`config.mk`:
```
export PLATFORM = sky130hd
export DESIGN_NAME = periodic_task_scheduler_flat
export DESIGN_NICKNAME = d
export VERILOG_FILES = /design/src/ptsch_pkg.sv /design/src/ptsch_if.sv /design/src/periodic_task_scheduler.sv /design/src/ptsch_ram.sv /design/src/ptsch_outq.sv /design/src/ptsch_scan.sv /design/src/flat_wrapper.sv
export SDC_FILE = /design/constraint.sdc
export NUM_CORES = 2
export LEC_CHECK = 0
export BUFFER_PORTS_ARGS = -buffer_cell sky130_fd_sc_hd__buf_4
export CORE_MARGIN = 5
export CORE_UTILIZATION = 45
export CTS_CLUSTER_SIZE = 28
export DETAILED_ROUTE_END_ITERATION = 6
export HOLD_SLACK_MARGIN = 0.1
export PLACE_DENSITY = 0.62
export SYNTH_ARGS = -nofsm -noshare
export SYNTH_HDL_FRONTEND = slang
export SYNTH_HIERARCHICAL = 1
export SYNTH_SLANG_ARGS = --single-unit
```
`constraint.sdc`:
```
create_clock -name i_clk -period 15.9 [get_ports i_clk]
set_clock_uncertainty 0.1 [all_clocks]
set_input_delay 1.59 -clock i_clk [delete_from_list [all_inputs] [get_ports i_clk]]
set_output_delay 1.59 -clock i_clk [all_outputs]
set_load 0.05 [all_outputs]
```
`src/ptsch_pkg.sv`:
```
`default_nettype none
package ptsch_pkg;

    localparam int MAX_TASKS_DEF = 16;
    localparam int TIME_BITS_DEF = 32;
    localparam int FIELD_W       = 32;
    localparam int INDEX_W       = 4;

    typedef enum logic [4:0] {
        S_IDLE = 5'b00001,
        S_READ = 5'b00010,
        S_EVAL = 5'b00100,
        S_PUSH = 5'b01000,
        S_LAST = 5'b10000
    } t_state;

    localparam logic KIND_ADD  = 1'b0;
    localparam logic KIND_TICK = 1'b1;

    typedef struct packed {
        logic               valid;
        logic [INDEX_W-1:0] task_index;
        logic [FIELD_W-1:0] elapsed;
        logic               last;
    } t_push;

    typedef struct packed {
        logic busy;
        logic pend_valid;
    } t_stat;

endpackage
`default_nettype wire

```
`src/ptsch_if.sv`:
```
`default_nettype none
interface ptsch_in_if;
    import ptsch_pkg::*;
    logic               valid;
    logic               ready;
    logic               kind;
    logic [FIELD_W-1:0] period;
    logic [FIELD_W-1:0] now;
    modport source (output valid, kind, period, now, input ready);
    modport sink (input valid, kind, period, now, output ready);
endinterface

interface ptsch_out_if;
    import ptsch_pkg::*;
    logic               valid;
    logic               ready;
    logic [INDEX_W-1:0] task_index;
    logic [FIELD_W-1:0] elapsed;
    logic               last;
    modport source (output valid, task_index, elapsed, last, input ready);
    modport sink (input valid, task_index, elapsed, last, output ready);
endinterface
`default_nettype wire

```
`src/periodic_task_scheduler.sv`:
```
// Channel   Dir  Beat contents
// i_in      in   kind, period, now
// o_out     out  task_index, elapsed, last
//
// An add beat is written from the idle state; a tick visits the read and evaluate
// states per stored task, the push state per firing task and then the last state.
// One firing is held back so that the last flag can be set on the final one.
// Reset empties the table at once; the task memory itself is never cleared.
// A stalled output holds the scan; a new beat is taken only between ticks.
`default_nettype none
module periodic_task_scheduler
    import ptsch_pkg::*;
#(
    parameter int MAX_TASKS = MAX_TASKS_DEF,
    parameter int TIME_BITS = TIME_BITS_DEF
) (
    input  wire logic   i_clk,
    input  wire logic   i_rst_n,
    ptsch_in_if.sink    i_in,
    ptsch_out_if.source o_out
);

    localparam int IDX_W = (MAX_TASKS > 1) ? $clog2(MAX_TASKS) : 1;
    localparam int ENT_W = 2 * TIME_BITS;

    t_push              push;
    t_stat              stat;
    logic               free;
    logic               we, re;
    logic [IDX_W-1:0]   waddr, raddr;
    logic [ENT_W-1:0]   wdata, rdata;

    ptsch_scan #(
        .MAX_TASKS (MAX_TASKS),
        .TIME_BITS (TIME_BITS)
    ) u_scan (
        .i_clk   (i_clk),
        .i_rst_n (i_rst_n),
        .i_in    (i_in),
        .i_free  (free),
        .o_push  (push),
        .o_stat  (stat),
        .o_we    (we),
        .o_waddr (waddr),
        .o_wdata (wdata),
        .o_re    (re),
        .o_raddr (raddr),
        .i_rdata (rdata)
    );

    ptsch_ram #(
        .WIDTH (ENT_W),
        .DEPTH (MAX_TASKS)
    ) u_ram (
        .i_clk   (i_clk),
        .i_we    (we),
        .i_waddr (waddr),
        .i_wdata (wdata),
        .i_re    (re),
        .i_raddr (raddr),
        .o_rdata (rdata)
    );

    ptsch_outq u_outq (
        .i_clk   (i_clk),
        .i_rst_n (i_rst_n),
        .i_push  (push),
        .o_free  (free),
        .o_out   (o_out)
    );

`ifndef SYNTHESIS
    a_push_free: assert property (@(posedge i_clk) disable iff (!i_rst_n)
        push.valid |-> free)
        else $error("Result pushed while the output register is occupied.");

    a_idle_empty: assert property (@(posedge i_clk) disable iff (!i_rst_n)
        i_in.ready |-> !stat.pend_valid && !stat.busy)
        else $error("Input ready while a firing is still held back.");

    a_last_ends: assert property (@(posedge i_clk) disable iff (!i_rst_n)
        push.valid && push.last |=> i_in.ready)
        else $error("Scan did not return to idle after the final firing.");

    a_rw_apart: assert property (@(posedge i_clk) disable iff (!i_rst_n)
        re |-> !we)
        else $error("Task memory read and written in the same cycle.");
`endif

endmodule
`default_nettype wire

```
`src/ptsch_ram.sv`:
```
`default_nettype none
module ptsch_ram #(
    parameter int WIDTH = 64,
    parameter int DEPTH = 16,
    localparam int AW = (DEPTH > 1) ? $clog2(DEPTH) : 1
) (
    input  wire logic             i_clk,
    input  wire logic             i_we,
    input  wire logic [AW-1:0]    i_waddr,
    input  wire logic [WIDTH-1:0] i_wdata,
    input  wire logic             i_re,
    input  wire logic [AW-1:0]    i_raddr,
    output logic      [WIDTH-1:0] o_rdata
);

    logic [WIDTH-1:0] r_mem [DEPTH];

    always_ff @(posedge i_clk) begin
        if (i_we) begin
            r_mem[i_waddr] <= i_wdata;
        end
        if (i_re) begin
            o_rdata <= r_mem[i_raddr];
        end
    end

endmodule
`default_nettype wire

```
`src/ptsch_outq.sv`:
```
`default_nettype none
module ptsch_outq
    import ptsch_pkg::*;
(
    input  wire logic   i_clk,
    input  wire logic   i_rst_n,
    input  wire t_push  i_push,
    output logic        o_free,
    ptsch_out_if.source o_out
);

    logic               r_valid;
    logic [INDEX_W-1:0] r_index;
    logic [FIELD_W-1:0] r_elapsed;
    logic               r_last;

    assign o_free           = !r_valid || o_out.ready;
    assign o_out.valid      = r_valid;
    assign o_out.task_index = r_index;
    assign o_out.elapsed    = r_elapsed;
    assign o_out.last       = r_last;

    always_ff @(posedge i_clk) begin
        if (!i_rst_n) begin
            r_valid <= 1'b0;
        end else if (i_push.valid) begin
            r_valid <= 1'b1;
        end else if (o_out.ready) begin
            r_valid <= 1'b0;
        end
    end

    always_ff @(posedge i_clk) begin
        if (i_push.valid) begin
            r_index   <= i_push.task_index;
            r_elapsed <= i_push.elapsed;
            r_last    <= i_push.last;
        end
    end

endmodule
`default_nettype wire

```
`src/ptsch_scan.sv`:
```
`default_nettype none
module ptsch_scan
    import ptsch_pkg::*;
#(
    parameter int MAX_TASKS = MAX_TASKS_DEF,
    parameter int TIME_BITS = TIME_BITS_DEF,
    localparam int IDX_W = (MAX_TASKS > 1) ? $clog2(MAX_TASKS) : 1,
    localparam int CNT_W = $clog2(MAX_TASKS + 1),
    localparam int ENT_W = 2 * TIME_BITS
) (
    input  wire logic              i_clk,
    input  wire logic              i_rst_n,
    ptsch_in_if.sink               i_in,
    input  wire logic              i_free,
    output t_push                  o_push,
    output t_stat                  o_stat,
    output logic                   o_we,
    output logic       [IDX_W-1:0] o_waddr,
    output logic       [ENT_W-1:0] o_wdata,
    output logic                   o_re,
    output logic       [IDX_W-1:0] o_raddr,
    input  wire logic  [ENT_W-1:0] i_rdata
);

    t_state                 r_state, n_state;
    logic [CNT_W-1:0]       r_count, n_count;
    logic [MAX_TASKS-1:0]   r_has_run, n_has_run;
    logic [TIME_BITS-1:0]   r_last_time, n_last_time;
    logic                   r_started, n_started;
    logic [TIME_BITS-1:0]   r_now, n_now;
    logic                   r_roll, n_roll;
    logic [TIME_BITS-1:0]   r_elapsed, n_elapsed;
    logic [IDX_W-1:0]       r_i, n_i;
    logic [IDX_W-1:0]       r_cand, n_cand;
    logic                   r_pend_valid, n_pend_valid;
    logic [IDX_W-1:0]       r_pend_idx, n_pend_idx;

    logic [TIME_BITS-1:0]   now_t, period_t, eff_last, rd_period, rd_due;
    logic                   accept, full, at_end, fire, tick_roll;

    assign now_t     = TIME_BITS'(i_in.now);
    assign period_t  = TIME_BITS'(i_in.period);
    assign rd_period = i_rdata[ENT_W-1:TIME_BITS];
    assign rd_due    = i_rdata[TIME_BITS-1:0];
    assign eff_last  = r_started ? r_last_time : now_t;
    assign tick_roll = eff_last > now_t;
    assign accept    = i_in.valid && i_in.ready;
    assign full      = (r_count == CNT_W'(MAX_TASKS));
    assign at_end    = (r_i == IDX_W'(r_count - CNT_W'(1)));
    assign fire      = r_roll || !r_has_run[r_i] || (rd_due < r_now);

    assign i_in.ready        = (r_state == S_IDLE);
    assign o_stat.busy       = (r_state != S_IDLE);
    assign o_stat.pend_valid = r_pend_valid;
    assign o_raddr           = r_i;

    always_comb begin
        n_state      = r_state;
        n_count      = r_count;
        n_has_run    = r_has_run;
        n_last_time  = r_last_time;
        n_started    = r_started;
        n_now        = r_now;
        n_roll       = r_roll;
        n_elapsed    = r_elapsed;
        n_i          = r_i;
        n_cand       = r_cand;
        n_pend_valid = r_pend_valid;
        n_pend_idx   = r_pend_idx;
        o_we         = 1'b0;
        o_waddr      = r_i;
        o_wdata      = {rd_period, rd_period + r_now};
        o_re         = 1'b0;
        o_push.valid      = 1'b0;
        o_push.task_index = INDEX_W'(r_pend_idx);
        o_push.elapsed    = FIELD_W'(r_elapsed);
        o_push.last       = 1'b0;

        unique case (r_state)
            S_IDLE: begin
                if (accept && i_in.kind == KIND_ADD) begin
                    if (!full) begin
                        o_we    = 1'b1;
                        o_waddr = IDX_W'(r_count);
                        o_wdata = {period_t, {TIME_BITS{1'b0}}};
                        n_has_run[IDX_W'(r_count)] = 1'b0;
                        n_count = r_count + CNT_W'(1);
                    end
                end else if (accept) begin
                    n_started   = 1'b1;
                    n_last_time = now_t;
                    n_now       = now_t;
                    n_roll      = tick_roll;
                    n_elapsed   = tick_roll ? now_t : now_t - eff_last;
                    if (r_count != '0) begin
                        n_i     = '0;
                        n_state = S_READ;
                    end
                end
            end
            S_READ: begin
                o_re    = 1'b1;
                n_state = S_EVAL;
            end
            S_EVAL: begin
                if (fire) begin
                    o_we           = 1'b1;
                    n_has_run[r_i] = 1'b1;
                    n_cand         = r_i;
                    n_state        = S_PUSH;
                end else begin
                    n_i     = r_i + IDX_W'(1);
                    n_state = at_end ? S_LAST : S_READ;
                end
            end
            S_PUSH: begin
                if (!r_pend_valid || i_free) begin
                    o_push.valid = r_pend_valid;
                    n_pend_valid = 1'b1;
                    n_pend_idx   = r_cand;
                    n_i          = r_i + IDX_W'(1);
                    n_state      = at_end ? S_LAST : S_READ;
                end
            end
            S_LAST: begin
                if (!r_pend_valid) begin
                    n_state = S_IDLE;
                end else if (i_free) begin
                    o_push.valid = 1'b1;
                    o_push.last  = 1'b1;
                    n_pend_valid = 1'b0;
                    n_state      = S_IDLE;
                end
            end
            default: begin
                n_state = S_IDLE;
            end
        endcase
    end

    always_ff @(posedge i_clk) begin
        if (!i_rst_n) begin
            r_state      <= S_IDLE;
            r_count      <= '0;
            r_has_run    <= '0;
            r_last_time  <= '0;
            r_started    <= 1'b0;
            r_pend_valid <= 1'b0;
        end else begin
            r_state      <= n_state;
            r_count      <= n_count;
            r_has_run    <= n_has_run;
            r_last_time  <= n_last_time;
            r_started    <= n_started;
            r_pend_valid <= n_pend_valid;
        end
    end

    always_ff @(posedge i_clk) begin
        r_now      <= n_now;
        r_roll     <= n_roll;
        r_elapsed  <= n_elapsed;
        r_i        <= n_i;
        r_cand     <= n_cand;
        r_pend_idx <= n_pend_idx;
    end

endmodule
`default_nettype wire

```
`src/flat_wrapper.sv`:
```
// flat-port wrapper written by rule: the top's interface ports become plain ports
module periodic_task_scheduler_flat import ptsch_pkg::*;
#(
    parameter int MAX_TASKS = MAX_TASKS_DEF,
    parameter int TIME_BITS = TIME_BITS_DEF
)
  (i_clk, i_rst_n, i_in_valid, i_in_kind, i_in_period, i_in_now, i_in_ready, o_out_valid, o_out_task_index, o_out_elapsed, o_out_last, o_out_ready);
  ptsch_in_if i_in_i ();
  ptsch_out_if o_out_i ();
  input  wire logic i_clk;
  input  wire logic i_rst_n;
  input wire logic [$bits(i_in_i.valid)-1:0] i_in_valid;
  input wire logic [$bits(i_in_i.kind)-1:0] i_in_kind;
  input wire logic [$bits(i_in_i.period)-1:0] i_in_period;
  input wire logic [$bits(i_in_i.now)-1:0] i_in_now;
  output wire logic [$bits(i_in_i.ready)-1:0] i_in_ready;
  output wire logic [$bits(o_out_i.valid)-1:0] o_out_valid;
  output wire logic [$bits(o_out_i.task_index)-1:0] o_out_task_index;
  output wire logic [$bits(o_out_i.elapsed)-1:0] o_out_elapsed;
  output wire logic [$bits(o_out_i.last)-1:0] o_out_last;
  input wire logic [$bits(o_out_i.ready)-1:0] o_out_ready;
  assign i_in_i.valid = i_in_valid;
  assign i_in_i.kind = i_in_kind;
  assign i_in_i.period = i_in_period;
  assign i_in_i.now = i_in_now;
  assign i_in_ready = i_in_i.ready;
  assign o_out_valid = o_out_i.valid;
  assign o_out_task_index = o_out_i.task_index;
  assign o_out_elapsed = o_out_i.elapsed;
  assign o_out_last = o_out_i.last;
  assign o_out_i.ready = o_out_ready;
  periodic_task_scheduler #(.MAX_TASKS(MAX_TASKS), .TIME_BITS(TIME_BITS)) u_core (.i_clk(i_clk), .i_rst_n(i_rst_n), .i_in(i_in_i), .o_out(o_out_i));
endmodule
```
==> flow_summary.yaml <==
clocking:
  clkTransAtPathRegs_ns: 0.06
  clkLatencyLatePin_ns: 0.73
  numCtsBuffers: 131
  root_buffer: "clkbuf_16"
  cts_tree: "yes"
  cts_setup_buffers: 0
  ctsResizeCount: 0
  clock_path_buffers: 3
  ctsHtreeMaxLevel: 4
  hold_buffers: 0
  cts_sinks: 1263
power:
  power_density_nw_per_um2: 121
  leakage_nw: 19.5
  peakVddDrop_uv: 93.3
sta:
  slew_headroom_pct: 7.20
  drv_slew: 0
  fin_crit_ns: 6.11
  fmax_ghz: 0.164
  rsz0062_at_grt: "false"
  hold_violations: 0
  holdWs_ns: 0.316
  setup_tns_ns: 0
  worst_pin_slew_ns: 1.38
  min_period_over_period_pct: 38.4
  fin_ws_ns: 9.79
  finalSetupViolCount: 0
placement:
  placed_cells: 4447
  place_ws_ns: 9.53
  io_buffers: 107
  dp_hpwl_mm: 71.7
  placed_area_um2: 54200
  gp_congestion: 0.840
status:
  status: "finished, final reports clean"
global_route:
  grt_pass1_vias: 27900
  grt_usage_pct: 19.9
  grt_start_max_net_pins: 84
  grt_pass1_wl_mm: 181
  antenna_found_initial: 2
  overflow: 0
finish:
  register_area_um2: 37300
  final_cells: 4682
  fin_nets: 3242
  fin_area_um2: 58300
  multi_input_area_um2: 13600
  fillCellCount: 9195
  area_delta_synth_final_pct: 13.0
  drive_above_1_share_pct: 20.4
detailed_routing:
  drc: 0
  wl_mm: 122
  routedWlPerCell_um: 26.0
  dr.pass1.iters: 5
  drtIter0Drc: 2796
  num_vias: 27500
  ant_nets: 0
  vias_per_cell: 5.88
floorplan:
  die_w_um: 349
  start_util_pct: 45.2
  dieArea_um2: 122000
  die_h_um: 349
  ios: 108
  core_area_um2: 114000
  num_rows: 124
yosys:
  syn_nets: 3084
  synth_area_um2: 51600
  syn_inst: 2910
  avgSynthCellArea_um2: 17.7
  ys_warn_count: 6
setup_path:
  crit_path_max_fanout: 83
  crit_start: "u_core/u_scan/o_raddr[0]$_SDFFCE_PN0P_"
  required_ns: 16.15
  r2r_start: "u_core/u_scan/o_raddr[0]$_SDFFCE_PN0P_"
  worstSetupPathType: "reg2reg"
  start_kind: "register"
  cp.arrival_ns: 6.36
  cp-end-kind: "register"
min_path:
  hold_class: "reg2reg"
  hp-start: "u_core/u_scan/r_elapsed[22]$_DFFE_PP_"
job:
  drv_cap: 0
-- per-layer routing --
layer,GRT usage [%],up-vias,share of wire [%]
li1,-,12000,-
met1,28.6,14200,42
met2,31.3,1125,47
met3,4.16,195,8.5
met4,5.14,0,2.2
met5,0,-,0
-- metrics by stage --
| stage | util, % | power, mW |
|---|---|---|
| 2_1_floorplan | - | 4.04 |
| 3_3_place_gp | 47.5 | 4.15 |
| 3_5_place_dp | 47.5 | 4.16 |
| 4_1_cts | 51.1 | 7.10 |
| 5_1_grt | 51.1 | 7.28 |
| 6_report | 51.1 | 7.03 |
-- layout by cell type (no fill, tap or decap), types with 12 or more instances in the layout --
master and n:
clkbuf_16 136, a21o_1 41, dfxtp_1 60, a22oi_1 129, ha_1 103, nor2_4 14
o21ai_0 53, nor2_1 96, xor2_1 21, xnor2_1 32, nor3_1 12, mux4_2 260
nand4_1 16, a21oi_1 126, clkinv_1 19, inv_1 60, nand3_1 22, mux2i_1 32
clkbuf_1 37, nand2b_1 15, buf_4 156, edfxtp_1 1202, nand2_1 307, clkinv_2 19
-- final timing paths --
path	depth (start not counted)	to	slack [ns]
worst min register to register	0	u_core/u_outq/o_out.elapsed[22]$_DFFE_PP_	0.32
worst max-delay path	11	u_core/u_ram/r_mem[1][56]$_DFFE_PP_	9.79
worst min-delay path	0	u_core/u_outq/o_out.elapsed[22]$_DFFE_PP_	0.32
worst max register to register	11	u_core/u_ram/r_mem[1][56]$_DFFE_PP_	9.79
-- cell type report --
| class | count | area share (%) |
|---|---|---|
| antenna | 1 | 0.00429 |
| multi-input combinational | 1453 | 23.3 |
| sequential | 1263 | 64.0 |
| timing repair buffer | 157 | 2.04 |
| clock buffer | 177 | 6.17 |
| clock inverter | 57 | 0.841 |
| tap | 1512 | 3.24 |
| inverter | 62 | 0.408 |
-- power by group --
part | internal, mW | switching (mW) | leakage (nW)
sequential | 3.70 | 0.0163 | 11.4
combinational | 0.131 | 0.246 | 6.15
clock | 1.68 | 1.25 | 2.00
total | 5.51 | 1.52 | 19.5
-- critical path, stage by stage, from the launching register on --
cell and delay [ns]:
edfxtp_1 0.32, buf_4 0.76, buf_12 0.55, mux4_2 0.58, mux2_2 0.28, a21oi_1 0.17
a311o_1 0.17, and2b_1 0.54, or2_2 0.31, or3b_2 0.59, nor2_4 0.56, buf_4 0.74
-- registers in the layout (all words and copies together) (netlist names), 16 cells and up --
name / flops
u_core/u_ram/r_mem: 1024
u_core/u_ram/o_rdata: 64
u_core/u_scan/r_has_run: 16
u_core/u_scan/r_now: 32
u_core/u_scan/r_elapsed: 32
u_core/u_outq/o_out.elapsed: 32
u_core/u_scan/r_last_time: 32
Note: power is estimated with default switching activity, not from simulation.
